### src/fbpa_pkg.sv
// Shared constants, codes and types of the fixed block pool allocator.
package fbpa_pkg;

  localparam int MAX_CHUNKS  = 256;
  localparam int INDEX_SPACE = 256;
  localparam int IDX_W       = 8;
  localparam int CNT_W       = 9;
  localparam int POOL_LIMIT  = (MAX_CHUNKS < INDEX_SPACE) ? MAX_CHUNKS : INDEX_SPACE;

  localparam int DATA_W = 32;
  localparam int ADDR_W = 3;

  localparam logic [CNT_W-1:0] CHUNK_COUNT_RST = CNT_W'(256);
  localparam logic [CNT_W-1:0] WARN_LEVEL_RST  = CNT_W'(231);

  localparam logic REG_CHUNK_COUNT = 1'b0;
  localparam logic REG_WARN_LEVEL  = 1'b1;

  localparam logic KIND_ALLOC = 1'b0;
  localparam logic KIND_FREE  = 1'b1;

  typedef logic [1:0] status_t;
  localparam status_t STATUS_OK        = 2'd0;
  localparam status_t STATUS_EXHAUSTED = 2'd1;
  localparam status_t STATUS_DOUBLE    = 2'd2;
  localparam status_t STATUS_RANGE     = 2'd3;

  typedef struct packed {
    logic capture;
    logic exec;
  } cmd_t;

endpackage

### src/fbpa_req_if.sv
// Request channel: kind and chunk index under a valid/ready handshake.
interface fbpa_req_if;
  logic                       valid;
  logic                       ready;
  logic                       kind;
  logic [fbpa_pkg::IDX_W-1:0] chunk_index;

  modport source (output valid, kind, chunk_index, input ready);
  modport sink   (input valid, kind, chunk_index, output ready);
endinterface

### src/fbpa_rsp_if.sv
// Result channel: status, granted chunk and counts under a valid/ready handshake.
interface fbpa_rsp_if;
  logic                       valid;
  logic                       ready;
  fbpa_pkg::status_t          status;
  logic [fbpa_pkg::IDX_W-1:0] granted_index;
  logic [fbpa_pkg::CNT_W-1:0] live_count;
  logic [fbpa_pkg::CNT_W-1:0] peak_count;
  logic                       near_full;

  modport source (output valid, status, granted_index, live_count, peak_count, near_full,
                  input ready);
  modport sink   (input valid, status, granted_index, live_count, peak_count, near_full,
                  output ready);
endinterface

### src/fbpa_ctrl.sv
// Controller: request handshake, execute sequencing and result beat valid.
module fbpa_ctrl (
  input  logic           clk,
  input  logic           rst_n,
  input  logic           in_valid,
  output logic           in_ready,
  output logic           out_valid,
  input  logic           out_ready,
  output fbpa_pkg::cmd_t cmd
);

  localparam logic ST_IDLE = 1'b0;
  localparam logic ST_EXEC = 1'b1;

  logic state_r, state_nxt;
  logic out_valid_r, out_valid_nxt;
  logic slot_free;

  assign slot_free = !out_valid_r || out_ready;
  assign in_ready  = (state_r == ST_IDLE);
  assign out_valid = out_valid_r;

  always_comb begin
    state_nxt     = state_r;
    out_valid_nxt = out_valid_r && !out_ready;
    cmd.capture   = 1'b0;
    cmd.exec      = 1'b0;
    unique case (state_r)
      ST_IDLE: begin
        if (in_valid) begin
          cmd.capture = 1'b1;
          state_nxt   = ST_EXEC;
        end
      end
      ST_EXEC: begin
        if (slot_free) begin
          cmd.exec      = 1'b1;
          out_valid_nxt = 1'b1;
          state_nxt     = ST_IDLE;
        end
      end
      default: state_nxt = ST_IDLE;
    endcase
  end

  always_ff @(posedge clk) begin
    if (!rst_n) begin
      state_r     <= ST_IDLE;
      out_valid_r <= 1'b0;
    end else begin
      state_r     <= state_nxt;
      out_valid_r <= out_valid_nxt;
    end
  end

endmodule

### src/fbpa_dpath.sv
// Datapath: free stack, link memory, allocated bits, counters and result register.
module fbpa_dpath (
  input  logic                       clk,
  input  logic                       rst_n,
  input  fbpa_pkg::cmd_t             cmd,
  input  logic                       in_kind,
  input  logic [fbpa_pkg::IDX_W-1:0] in_chunk_index,
  input  logic [fbpa_pkg::CNT_W-1:0] chunk_count,
  input  logic [fbpa_pkg::CNT_W-1:0] warn_level,
  output fbpa_pkg::status_t          out_status,
  output logic [fbpa_pkg::IDX_W-1:0] out_granted_index,
  output logic [fbpa_pkg::CNT_W-1:0] out_live_count,
  output logic [fbpa_pkg::CNT_W-1:0] out_peak_count,
  output logic                       out_near_full
);

  localparam logic [fbpa_pkg::CNT_W-1:0] LIMIT = fbpa_pkg::CNT_W'(fbpa_pkg::POOL_LIMIT);
  localparam logic [fbpa_pkg::CNT_W-1:0] ONE   = fbpa_pkg::CNT_W'(1);

  logic [fbpa_pkg::IDX_W-1:0] link_mem [fbpa_pkg::INDEX_SPACE];
  logic [fbpa_pkg::IDX_W-1:0] link_rdata_r;

  logic                             kind_r;
  logic [fbpa_pkg::IDX_W-1:0]       idx_r;
  logic [fbpa_pkg::INDEX_SPACE-1:0] alloc_r, alloc_nxt;
  logic [fbpa_pkg::IDX_W-1:0]       head_r, head_nxt;
  logic                             stack_ne_r, stack_ne_nxt;
  logic [fbpa_pkg::CNT_W-1:0]       fresh_r, fresh_nxt;
  logic [fbpa_pkg::CNT_W-1:0]       live_r, live_nxt;
  logic [fbpa_pkg::CNT_W-1:0]       peak_r, peak_nxt;

  fbpa_pkg::status_t          status;
  logic [fbpa_pkg::IDX_W-1:0] granted;
  logic                       warn;
  logic [fbpa_pkg::CNT_W-1:0] size;
  logic                       link_we;

  assign size = (chunk_count > LIMIT) ? LIMIT : chunk_count;

  always_comb begin
    alloc_nxt = alloc_r;
    head_nxt  = head_r;
    fresh_nxt = fresh_r;
    live_nxt  = live_r;
    peak_nxt  = peak_r;
    status    = fbpa_pkg::STATUS_OK;
    granted   = '0;
    warn      = 1'b0;
    link_we   = 1'b0;
    if (kind_r == fbpa_pkg::KIND_ALLOC) begin
      if (live_r < size && stack_ne_r) begin
        granted  = head_r;
        head_nxt = link_rdata_r;
      end else if (live_r < size && fresh_r < size) begin
        granted   = fresh_r[fbpa_pkg::IDX_W-1:0];
        fresh_nxt = fresh_r + ONE;
      end else begin
        status = fbpa_pkg::STATUS_EXHAUSTED;
      end
      if (status == fbpa_pkg::STATUS_OK) begin
        alloc_nxt[granted] = 1'b1;
        live_nxt           = live_r + ONE;
        if (live_nxt > peak_r) begin
          peak_nxt = live_nxt;
        end
        warn = (live_nxt >= warn_level);
      end
    end else begin
      if ({1'b0, idx_r} >= size) begin
        status = fbpa_pkg::STATUS_RANGE;
      end else if (!alloc_r[idx_r] || live_r == '0) begin
        status = fbpa_pkg::STATUS_DOUBLE;
      end else begin
        alloc_nxt[idx_r] = 1'b0;
        link_we          = 1'b1;
        head_nxt         = idx_r;
        live_nxt         = live_r - ONE;
      end
    end
    stack_ne_nxt = (fresh_nxt > live_nxt);
  end

  always_ff @(posedge clk) begin
    if (cmd.exec && link_we) begin
      link_mem[idx_r] <= head_r;
    end
    link_rdata_r <= link_mem[head_r];
  end

  always_ff @(posedge clk) begin
    if (cmd.capture) begin
      kind_r <= in_kind;
      idx_r  <= in_chunk_index;
    end
    if (cmd.exec) begin
      out_status        <= status;
      out_granted_index <= granted;
      out_live_count    <= live_nxt;
      out_peak_count    <= peak_nxt;
      out_near_full     <= warn;
    end
  end

  always_ff @(posedge clk) begin
    if (!rst_n) begin
      alloc_r    <= '0;
      head_r     <= '0;
      stack_ne_r <= 1'b0;
      fresh_r    <= '0;
      live_r     <= '0;
      peak_r     <= '0;
    end else if (cmd.exec) begin
      alloc_r    <= alloc_nxt;
      head_r     <= head_nxt;
      stack_ne_r <= stack_ne_nxt;
      fresh_r    <= fresh_nxt;
      live_r     <= live_nxt;
      peak_r     <= peak_nxt;
    end
  end

endmodule

### src/fixed_block_pool_allocator.sv
// Top level of the fixed block pool allocator: config registers, controller, datapath.
//
//   channel | direction | beat contents
//   --------+-----------+-------------------------------------------------------
//   in_if   | sink      | kind, chunk_index
//   out_if  | source    | status, granted_index, live_count, peak_count, near_full
//   apb     | slave     | reg 0 chunk_count at 0x0, reg 1 warn_level at 0x4
//
// A request is accepted, then executed; the split is set by the registered read of
// the link memory at the free stack head. One request is in flight at a time.
// A finished result waits in the output register; the next request is accepted
// meanwhile and its execute cycle holds until that result is taken.
// Reset is synchronous, active low; no clearing pass is needed.
module fixed_block_pool_allocator (
  input  logic                        clk,
  input  logic                        rst_n,
  fbpa_req_if.sink                    in_if,
  fbpa_rsp_if.source                  out_if,
  input  logic                        psel,
  input  logic                        penable,
  input  logic                        pwrite,
  input  logic [fbpa_pkg::ADDR_W-1:0] paddr,
  input  logic [fbpa_pkg::DATA_W-1:0] pwdata,
  output logic [fbpa_pkg::DATA_W-1:0] prdata,
  output logic                        pready
);

  logic [fbpa_pkg::CNT_W-1:0] chunk_count_r;
  logic [fbpa_pkg::CNT_W-1:0] warn_level_r;
  logic                       cfg_we;
  fbpa_pkg::cmd_t             cmd;

  assign pready = 1'b1;
  assign cfg_we = psel && penable && pwrite && pready;

  always_ff @(posedge clk) begin
    if (!rst_n) begin
      chunk_count_r <= fbpa_pkg::CHUNK_COUNT_RST;
      warn_level_r  <= fbpa_pkg::WARN_LEVEL_RST;
    end else if (cfg_we) begin
      unique case (paddr[2])
        fbpa_pkg::REG_CHUNK_COUNT: chunk_count_r <= pwdata[fbpa_pkg::CNT_W-1:0];
        fbpa_pkg::REG_WARN_LEVEL:  warn_level_r  <= pwdata[fbpa_pkg::CNT_W-1:0];
        default: ;
      endcase
    end
  end

  always_comb begin
    unique case (paddr[2])
      fbpa_pkg::REG_CHUNK_COUNT: prdata = fbpa_pkg::DATA_W'(chunk_count_r);
      fbpa_pkg::REG_WARN_LEVEL:  prdata = fbpa_pkg::DATA_W'(warn_level_r);
      default:                   prdata = '0;
    endcase
  end

  fbpa_ctrl u_ctrl (
    .clk       (clk),
    .rst_n     (rst_n),
    .in_valid  (in_if.valid),
    .in_ready  (in_if.ready),
    .out_valid (out_if.valid),
    .out_ready (out_if.ready),
    .cmd       (cmd)
  );

  fbpa_dpath u_dpath (
    .clk               (clk),
    .rst_n             (rst_n),
    .cmd               (cmd),
    .in_kind           (in_if.kind),
    .in_chunk_index    (in_if.chunk_index),
    .chunk_count       (chunk_count_r),
    .warn_level        (warn_level_r),
    .out_status        (out_if.status),
    .out_granted_index (out_if.granted_index),
    .out_live_count    (out_if.live_count),
    .out_peak_count    (out_if.peak_count),
    .out_near_full     (out_if.near_full)
  );

  a_accept_busy: assert property (@(posedge clk) disable iff (!rst_n)
    in_if.valid && in_if.ready |=> !in_if.ready)
    else $error("request accepted while previous request still executing");

  a_live_le_peak: assert property (@(posedge clk) disable iff (!rst_n)
    out_if.valid |-> out_if.live_count <= out_if.peak_count)
    else $error("live count above peak count");

  a_fail_clean: assert property (@(posedge clk) disable iff (!rst_n)
    out_if.valid && out_if.status != fbpa_pkg::STATUS_OK
      |-> out_if.granted_index == '0 && !out_if.near_full)
    else $error("failed request carries a grant or warning");

  a_exec_gives_beat: assert property (@(posedge clk) disable iff (!rst_n)
    cmd.exec |=> out_if.valid)
    else $error("execute cycle did not load a result beat");

endmodule

### src/flat_wrapper.sv
// flat-port wrapper written by rule: the top's interface ports become plain ports
module fixed_block_pool_allocator_flat 
  (clk, rst_n, psel, penable, pwrite, paddr, pwdata, prdata, pready, in_if_valid, in_if_kind, in_if_chunk_index, in_if_ready, out_if_valid, out_if_status, out_if_granted_index, out_if_live_count, out_if_peak_count, out_if_near_full, out_if_ready);
  fbpa_req_if in_if_i ();
  fbpa_rsp_if out_if_i ();
  input  logic clk;
  input  logic rst_n;
  input  logic psel;
  input  logic penable;
  input  logic pwrite;
  input  logic [fbpa_pkg::ADDR_W-1:0] paddr;
  input  logic [fbpa_pkg::DATA_W-1:0] pwdata;
  output logic [fbpa_pkg::DATA_W-1:0] prdata;
  output logic pready;
  input wire logic [$bits(in_if_i.valid)-1:0] in_if_valid;
  input wire logic [$bits(in_if_i.kind)-1:0] in_if_kind;
  input wire logic [$bits(in_if_i.chunk_index)-1:0] in_if_chunk_index;
  output wire logic [$bits(in_if_i.ready)-1:0] in_if_ready;
  output wire logic [$bits(out_if_i.valid)-1:0] out_if_valid;
  output wire logic [$bits(out_if_i.status)-1:0] out_if_status;
  output wire logic [$bits(out_if_i.granted_index)-1:0] out_if_granted_index;
  output wire logic [$bits(out_if_i.live_count)-1:0] out_if_live_count;
  output wire logic [$bits(out_if_i.peak_count)-1:0] out_if_peak_count;
  output wire logic [$bits(out_if_i.near_full)-1:0] out_if_near_full;
  input wire logic [$bits(out_if_i.ready)-1:0] out_if_ready;
  assign in_if_i.valid = in_if_valid;
  assign in_if_i.kind = in_if_kind;
  assign in_if_i.chunk_index = in_if_chunk_index;
  assign in_if_ready = in_if_i.ready;
  assign out_if_valid = out_if_i.valid;
  assign out_if_status = out_if_i.status;
  assign out_if_granted_index = out_if_i.granted_index;
  assign out_if_live_count = out_if_i.live_count;
  assign out_if_peak_count = out_if_i.peak_count;
  assign out_if_near_full = out_if_i.near_full;
  assign out_if_i.ready = out_if_ready;
  fixed_block_pool_allocator u_core (.clk(clk), .rst_n(rst_n), .in_if(in_if_i), .out_if(out_if_i), .psel(psel), .penable(penable), .pwrite(pwrite), .paddr(paddr), .pwdata(pwdata), .prdata(prdata), .pready(pready));
endmodule
### config.mk
export PLATFORM = sky130hd
export DESIGN_NAME = fixed_block_pool_allocator_flat
export DESIGN_NICKNAME = d
export VERILOG_FILES = /design/src/fbpa_pkg.sv /design/src/fbpa_req_if.sv /design/src/fbpa_rsp_if.sv /design/src/fbpa_ctrl.sv /design/src/fbpa_dpath.sv /design/src/fixed_block_pool_allocator.sv /design/src/flat_wrapper.sv
export SDC_FILE = /design/constraint.sdc
export NUM_CORES = 2
export LEC_CHECK = 0
export ABC_AREA = 0
export BUFFER_PORTS_ARGS = -buffer_cell sky130_fd_sc_hd__buf_2
export CORE_MARGIN = 1.5
export CORE_UTILIZATION = 35
export CTS_CLUSTER_SIZE = 10
export DETAILED_ROUTE_END_ITERATION = 6
export GPL_ROUTABILITY_DRIVEN = 0
export PLACE_DENSITY_LB_ADDON = 0.15
export SLEW_MARGIN = 10
export SYNTH_ARGS = -nofsm -noshare
export SYNTH_HDL_FRONTEND = slang
export SYNTH_HIERARCHICAL = 1
export SYNTH_SLANG_ARGS = --single-unit
### constraint.sdc
create_clock -name clk -period 11.7 [get_ports clk]
set_input_delay 1.17 -clock clk [delete_from_list [all_inputs] [get_ports clk]]
set_output_delay 1.17 -clock clk [all_outputs]
set_load 0.02 [all_outputs]
# Yosys cells after proc, flatten, opt, wreduce, memory -nomap -nowiden
# Memories as Yosys holds them, arrays and structs flattened. A register that Yosys moved wholly into a read port is not among the register bits.
# Index checks and enable logic that the tools add are counted.
totals:
  ff_bits: 350
  ramBits: 2048
  input_bits: 51
  word_cells: 110
  memories: 1
memory_table:
  columns: ["memory", "depth", "width", "rd", "rd_clocked_by_memory_dff", "write_ports", "line_no", "text"]
  rows:
  - ["u_core.u_dpath.link_mem", 256, 8, 1, 1, 1, "fbpa_dpath.sv:20", "logic [fbpa_pkg::IDX_W-1:0] link_mem [fbpa_pkg::INDEX_SPACE];"]
op_classes:
  add_sub_neg: 3
  n_lt_le_gt_ge: 11
  n_eq_ne: 2
  n_mux: 48
  n_bitwise: 6
  reduce_logical: 22
ops:
  columns: ["op", "n"]
  rows:
  - ["256-bit 2-to-1 mux", 4]
  - ["256-bit bitwise AND", 1]
  - ["256-bit NOT", 1]
  - ["256-bit OR", 1]
  - ["9-bit 2-to-1 mux", 11]
  - ["32-bit case mux with 2 select lines", 1]
  - ["8-bit 2-to-1 mux", 7]
  - ["9-bit by 1-bit adder with 9-bit output, second input constant", 2]
  - ["9-bit > comparator", 2]
  - ["8-bit by 9-bit less-than comparator with 1-bit output, second input constant", 2]
  - ["9-bit less-than comparator", 2]
  - ["1-bit 2-to-1 mux", 17]
  - ["1-bit demux with 8-bit select", 2]
  - ["8-bit by 1-bit >= comparator with 1-bit output, second input constant", 2]
  - ["8-bit by 9-bit >= comparator with 1-bit output", 1]
  - ["9-bit >= comparator", 1]
  - ["9-bit > comparator, second input constant", 1]
  - ["9-bit zero test", 1]
  - ["9-bit by 1-bit subtractor with 9-bit output, second input constant", 1]
  - ["1-bit binary-select mux with 8-bit select", 1]
  - ["1-bit logical AND", 8]
  - ["2-bit 2-to-1 mux", 4]
  - ["4-bit AND reduction", 2]
  - ["2-bit != test, second input constant", 2]
  - ["8 further kinds", 15]

# Longest topological paths before layout
logic_depth:
  word_depth: 14
  depth_mapped: 25
  depth_no_buf: 23

# Hierarchy
# Netlist, hierarchy kept.
by_module_without_submodules:
  columns: ["module", "instances", "cells_each", "area_per_inst_um2", "seq_area_each_um2"]
  rows:
  - ["fbpa_dpath", 1, 5190, 95631.7, 68645.8]
  - ["fixed_block_pool_allocator", 1, 113, 1069.8, 360.3]
  - ["fbpa_ctrl", 1, 9, 102.6, 40.0]

# Least setup slack after synthesis
# OpenSTA, ideal clock, no wires.
synth_timing:
  path_kind: "register to register"
  start: "register u_core/u_dpath/head_r[0] in the netlist's numbering"
  end: "register u_core/u_dpath/link_rdata_r[3] in the netlist's numbering (read register of u_core.u_dpath.link_mem)"
  setup_ns: 0.134
  arrival_time_ns: 6.232
  slack_ns: 5.334
  path_stages_with_launch: 8
  period_less_slack_ns: 6.366
  path_cell_list: "dfxtp_1 > clkbuf_1 > clkbuf_1 > buf_1 > mux4_2 > mux4_2 > mux4_2 > mux4_2"
synth_rtl:
  columns: ["element", "line_no", "text"]
  rows:
  - ["start, declared", "fbpa_dpath.sv:26", "logic [fbpa_pkg::IDX_W-1:0] head_r, head_nxt;"]
  - ["start signal, assigned", "fbpa_dpath.sv:114", "head_r <= head_nxt;"]
  - ["end, declared", "fbpa_dpath.sv:21", "logic [fbpa_pkg::IDX_W-1:0] link_rdata_r;"]

# Final worst setup path
layout_timing:
  start: "register u_core/u_dpath/idx_r[0] in the netlist's numbering"
  end: "memory u_core/u_dpath/link_mem[58][7] in the netlist's numbering (enable)"
layout_between:
  elab_chain_len: 10
  word_cells_on_any_way: 11
  classes_between: "order compare: 1; mux: 7; reduce/logical: 3"
layout_lines:
  columns: ["element", "line_no", "text"]
  rows:
  - ["start, declared", "fbpa_dpath.sv:24", "logic [fbpa_pkg::IDX_W-1:0] idx_r;"]
  - ["start signal, assigned", "fbpa_dpath.sv:93", "idx_r <= in_chunk_index;"]
  - ["1-bit binary-select mux with 8-bit select", "fbpa_dpath.sv:71", "end else if (!alloc_r[idx_r] || live_r == '0) begin"]
  - ["1-bit 2-to-1 mux (implied by the code)", "fbpa_dpath.sv:71", null]
  - ["1-bit zero test", "fbpa_dpath.sv:71", null]
  - ["1-bit logical OR", "fbpa_dpath.sv:71", null]
  - ["1-bit 2-to-1 mux", "fbpa_dpath.sv:71", null]
  - ["1-bit 2-to-1 mux", "fbpa_dpath.sv:69", "if ({1'b0, idx_r} >= size) begin"]
  - ["1-bit 2-to-1 mux", "fbpa_dpath.sv:50", "if (kind_r == fbpa_pkg::KIND_ALLOC) begin"]
  - ["1-bit logical AND", "fbpa_dpath.sv:84", "if (cmd.exec && link_we) begin"]
  - ["1-bit 2-to-1 mux", "fbpa_dpath.sv:84", null]
  - ["1-bit 2-to-1 mux (implied by the code)", "fbpa_dpath.sv:85", "link_mem[idx_r] <= head_r;"]
  - ["end, declared", "fbpa_dpath.sv:20", null]
# Several ways; a longest one is shown, not always the timed one. The select of a mux whose other input is x is not followed.

==> metrics.log <==
[metrics] sequential fraction of design power: 52.2%
[metrics] largest fanout on the critical path: 55
[metrics] proportion of synthesized chip area in sequential cells: 71.3%
[metrics] quantity of hold-fixing buffers added after cts: 0
[metrics] Final #Nets: 5652
[metrics] critical path data required time: 12.19 ns
[metrics] buffers added on ports: 65
[metrics] number of routed nets with antenna violations: 0
[metrics] total number of yosys warnings: 6
[metrics] Syn Inst Count: 5312
[metrics] Yosys top cell by area: sky130_fd_sc_hd__edfxtp_1
[metrics] starting utilization of the core area: 35.3%
[metrics] launch point of the worst hold path: u_core/u_dpath/alloc_r[218]$_SDFFE_PN0P_
[metrics] core area: 274000 um^2
[metrics] Max H-tree Level: 5
[metrics] number of pins exceeding their max-slew limit in the final report: 0
[metrics] launching element of the worst setup path: u_core/u_dpath/idx_r[0]$_DFFE_PP_
[metrics] class of the most critical setup path: reg -> reg
[metrics] post-synthesis cell type count: 85
[metrics] net switching power figure: 3.74 mW
[metrics] cell types occupying the most area after synthesis: sky130_fd_sc_hd__edfxtp_1 (65%), sky130_fd_sc_hd__mux4_2 (17%), sky130_fd_sc_hd__dfxtp_1 (6.6%), sky130_fd_sc_hd__nand2_1 (2.1%), sky130_fd_sc_hd__nor2_1 (1.1%)
[metrics] prevailing post-synth register cell: sky130_fd_sc_hd__edfxtp_1
[metrics] crit-path max cell delay: 1.01 ns
[metrics] Die Y: 529 um
[metrics] met1 GRT Util: 26.8%
[metrics] final critical-path share of the clock period: 63.6%
[metrics] number of storage elements in the synthesis netlist: 2406
[metrics] number of violations of the max-capacitance limit: 0
[metrics] setup TNS: 0 ns
[metrics] initial antenna violation count: 13
[metrics] clock tree from TritonCTS: yes
[metrics] post-synthesis async set-or-reset flop share: 0%
[metrics] top-area cell type share of the netlist area: 64.7%
[metrics] Resized Gates After CTS: 0
[metrics] unrepaired setup endpoints after global routing: false
[metrics] number of DRC violations after detailed-routing iteration 0: 4836
[metrics] global-route met2 utilization: 30.0%
[metrics] run status: complete, no violations
[metrics] total via count after detailed routing: 50800
[metrics] headroom to the max-slew limit: 3.67%
[metrics] clock tree root buffer cell: sky130_fd_sc_hd__clkbuf_16
[metrics] endpoints failing hold: 0
[metrics] buffers inserted during post-CTS setup optimization: 0
[metrics] critical-path cell list: buf_4, nor2b_2, a22oi_1, nand3_1, a41oi_1, nor3_1, a31oi_4, o211ai_4, buf_4, buf_4, or2_4, buf_4, nor2_1
[metrics] GRT Total Usage: 18.9%
[metrics] x dimension of the die: 529 um
[metrics] Internal Pwr Total: 14.1 mW
[metrics] post-synthesis instance area: 96800 um^2
[metrics] number of iterations in the first detailed-routing pass: 5
[metrics] Peak Freq: 134 MHz
[metrics] class of the most critical hold timing path: reg -> reg
[metrics] post-detailed-route via-to-cell ratio: 5.41
[metrics] final worst clock skew: 0.0683 ns
[metrics] CP Data Arrival Time: 7.93 ns
[metrics] count of flip-flops with a built-in enable after synthesis: 2086
[metrics] worst hold margin: 0.444 ns
[metrics] Pwr per Cell Area: 162 nW/um^2
[metrics] portion of total power attributed to the clock network: 45.0%
[metrics] pin count of the biggest net entering global routing: 184
[metrics] wire length of the first global-routing pass: 383000 um
[metrics] static power due to leakage: 28.7 nW
[metrics] total die area: 280000 um^2
[metrics] post-synthesis average cell area: 18.2 um^2
[metrics] IR Drop Worst-Case VDD: 0.000118 V
[metrics] Setup crit end kind: flip-flop
[metrics] post-detail-place hpwl: 163000 um
[metrics] PnR worst setup slack: 4.26 ns
[metrics] vias in the first global route: 51300
[metrics] most frequent cells after synthesis: sky130_fd_sc_hd__edfxtp_1 (2086), sky130_fd_sc_hd__mux4_2 (728), sky130_fd_sc_hd__nand2_1 (543)
[metrics] top-count cell post-synth: sky130_fd_sc_hd__edfxtp_1
[metrics] switching share of power: 21.0%
[metrics] met3 track utilization from global routing: 2.87%
[metrics] Clock Tree Buf Depth: 4
[metrics] shortest period the worst path allows: 7.44 ns
[metrics] Slowest cell on crit path: sky130_fd_sc_hd__edfxtp_1
[metrics] peak-usage layer in the global routing report: met2
[metrics] final wirelength: 265000 um
[metrics] total congestion overflow after global routing: 0
[metrics] worst flop-to-flop path startpoint: u_core/u_dpath/idx_r[0]$_DFFE_PP_
[metrics] area overhead of the layout relative to synthesis: 13.8%
[metrics] clock latency on the worst-skew pair: 0.87 ns
[metrics] register clock-pin slew on the reported worst setup and hold paths: 0.05 ns
[metrics] count of final setup violators: 0
[metrics] combinational share of power: 2.9%
[metrics] Top-Level Pins: 115
[metrics] startpoint class of the critical path: flip-flop
[metrics] drt drc: 0
[metrics] detailed-route wire length per cell: 28.3 um
[metrics] share of post-route cells with drive strength above 1: 24.9%
[metrics] post-placement worst setup slack: 4.29 ns
[metrics] slew at the pin closest to its max-slew limit: 1.44 ns
[metrics] sinks on the clock net: 2406
[metrics] cell row count: 192
[metrics] cell mode on critical path: sky130_fd_sc_hd__buf_4
[metrics] clock buffer count from CTS: 290
cell usage in the layout, fill, tap and decap left out, drive strengths merged, types with 12 or more instances in the layout:
master  Yosys  layout
nand2b     16      16
a21oi     103     103
and2       20      20
edfxtp   2086    2086
o211ai     27      27
xnor2      17      17
inv        35      45
clkbuf    193     409
nor2      280     280
mux2i      69      69
buf       167     279
nand2     544     544
a22oi      27      27
nand3      37      37
nor3      112     112
nand4      12      12
o22ai      12      12
o21ai     277     277
dfxtp     320     320
mux4      728     728
nor2b      26      26
ha         55      55
conb        2      24
a211oi     12      12
clkinv      2      21
area by class of cell:
cell class | instances | area, um^2
Multi-Input combinational cell | 2531 | 26100
Fill cell | 24800 | 164000
Clock buffer | 408 | 7860
Clock inverter | 30 | 313
Sequential cell | 2406 | 69100
Timing Repair Buffer | 280 | 2070
Tap cell | 3686 | 4610
Inverter | 37 | 141
Antenna cell | 3 | 7.51
worst max-delay path: cells and delay by family (launching register included):
kind,cells,cell delay [ns]
buffers and inverters,4,2.71
AO/OA/AOI/OAI,4,0.73
AND/OR/NAND/NOR,5,2.46
flip-flops,1,1.01
power groups by stage:
stage	sequential, mW	combinational (mW)	clock, mW
2_1_floorplan	9.50	0.322	0
3_3_place_gp	9.48	0.508	0
3_5_place_dp	9.48	0.513	0
4_1_cts	9.30	0.514	8.25
5_1_grt	9.30	0.544	8.56
6_report	9.31	0.509	8.02
layer usage:
layer / wire length, um / part of all wire (%)
met5: 20 / 0.0075
met4: 8050 / 3.0
met2: 126000 / 48
met3: 14000 / 5.3
met1: 117000 / 44
cells by family after synthesis:
group	Yosys count	share of synthesized area (%)
AO/OA/AOI/OAI	528	3.22
XOR/XNOR	27	0.244
adder cells (fa/ha/maj)	55	0.711
buffers and inverters	397	1.92
flip-flops	2406	71.3
multiplexers	808	17.8
other	2	0.00776
AND/OR/NAND/NOR	1089	4.80
sequential cells by signal, summed over array words and instances, names as in the netlist:
| register | cells |
|---|---|
| u_core/u_ctrl/out_valid | 1 |
| u_core/u_dpath/peak_r | 9 |
| u_core/u_dpath/out_live_count | 9 |
| u_core/u_ctrl/state_r | 1 |
| u_core/u_dpath/alloc_r | 256 |
| u_core/u_dpath/fresh_r | 9 |
| u_core/u_dpath/live_r | 9 |
| u_core/u_dpath/out_peak_count | 9 |
| u_core/u_dpath/out_near_full | 1 |
| u_core/u_dpath/idx_r | 8 |
| u_core/chunk_count_r | 9 |
| u_core/u_dpath/out_status | 2 |
| u_core/warn_level_r | 9 |
| u_core/u_dpath/link_rdata_r | 8 |
| u_core/u_dpath/stack_ne_r | 1 |
| u_core/u_dpath/link_mem | 2048 |
| u_core/u_dpath/out_granted_index | 8 |
| u_core/u_dpath/head_r | 8 |
| u_core/u_dpath/kind_r | 1 |
metrics by stage:
step | utilization (%) | power [mW] | instance area (um^2) | cells
floorplan | - | 9.82 | 96900 | 5334
global placement | 37.2 | 9.99 | 102000 | 8940
detailed placement | 37.2 | 10.0 | 102000 | 8940
CTS | 40.2 | 18.1 | 110000 | 9378
global route | 40.2 | 18.4 | 110000 | 9380
finish | 40.2 | 17.8 | 110000 | 9381
path summary, 6_finish.rpt:
path / end / cells after the start / slack [ns]
worst max-delay path: u_core/u_dpath/link_mem[58][7]$_DFFE_PP_ / 13 / 4.26
worst min-delay path: u_core/u_dpath/alloc_r[218]$_SDFFE_PN0P_ / 2 / 0.44
worst max register to register: u_core/u_dpath/link_mem[58][7]$_DFFE_PP_ / 13 / 4.26
worst min register to register: u_core/u_dpath/alloc_r[218]$_SDFFE_PN0P_ / 2 / 0.44
Note: power is estimated with default switching activity, not from simulation.
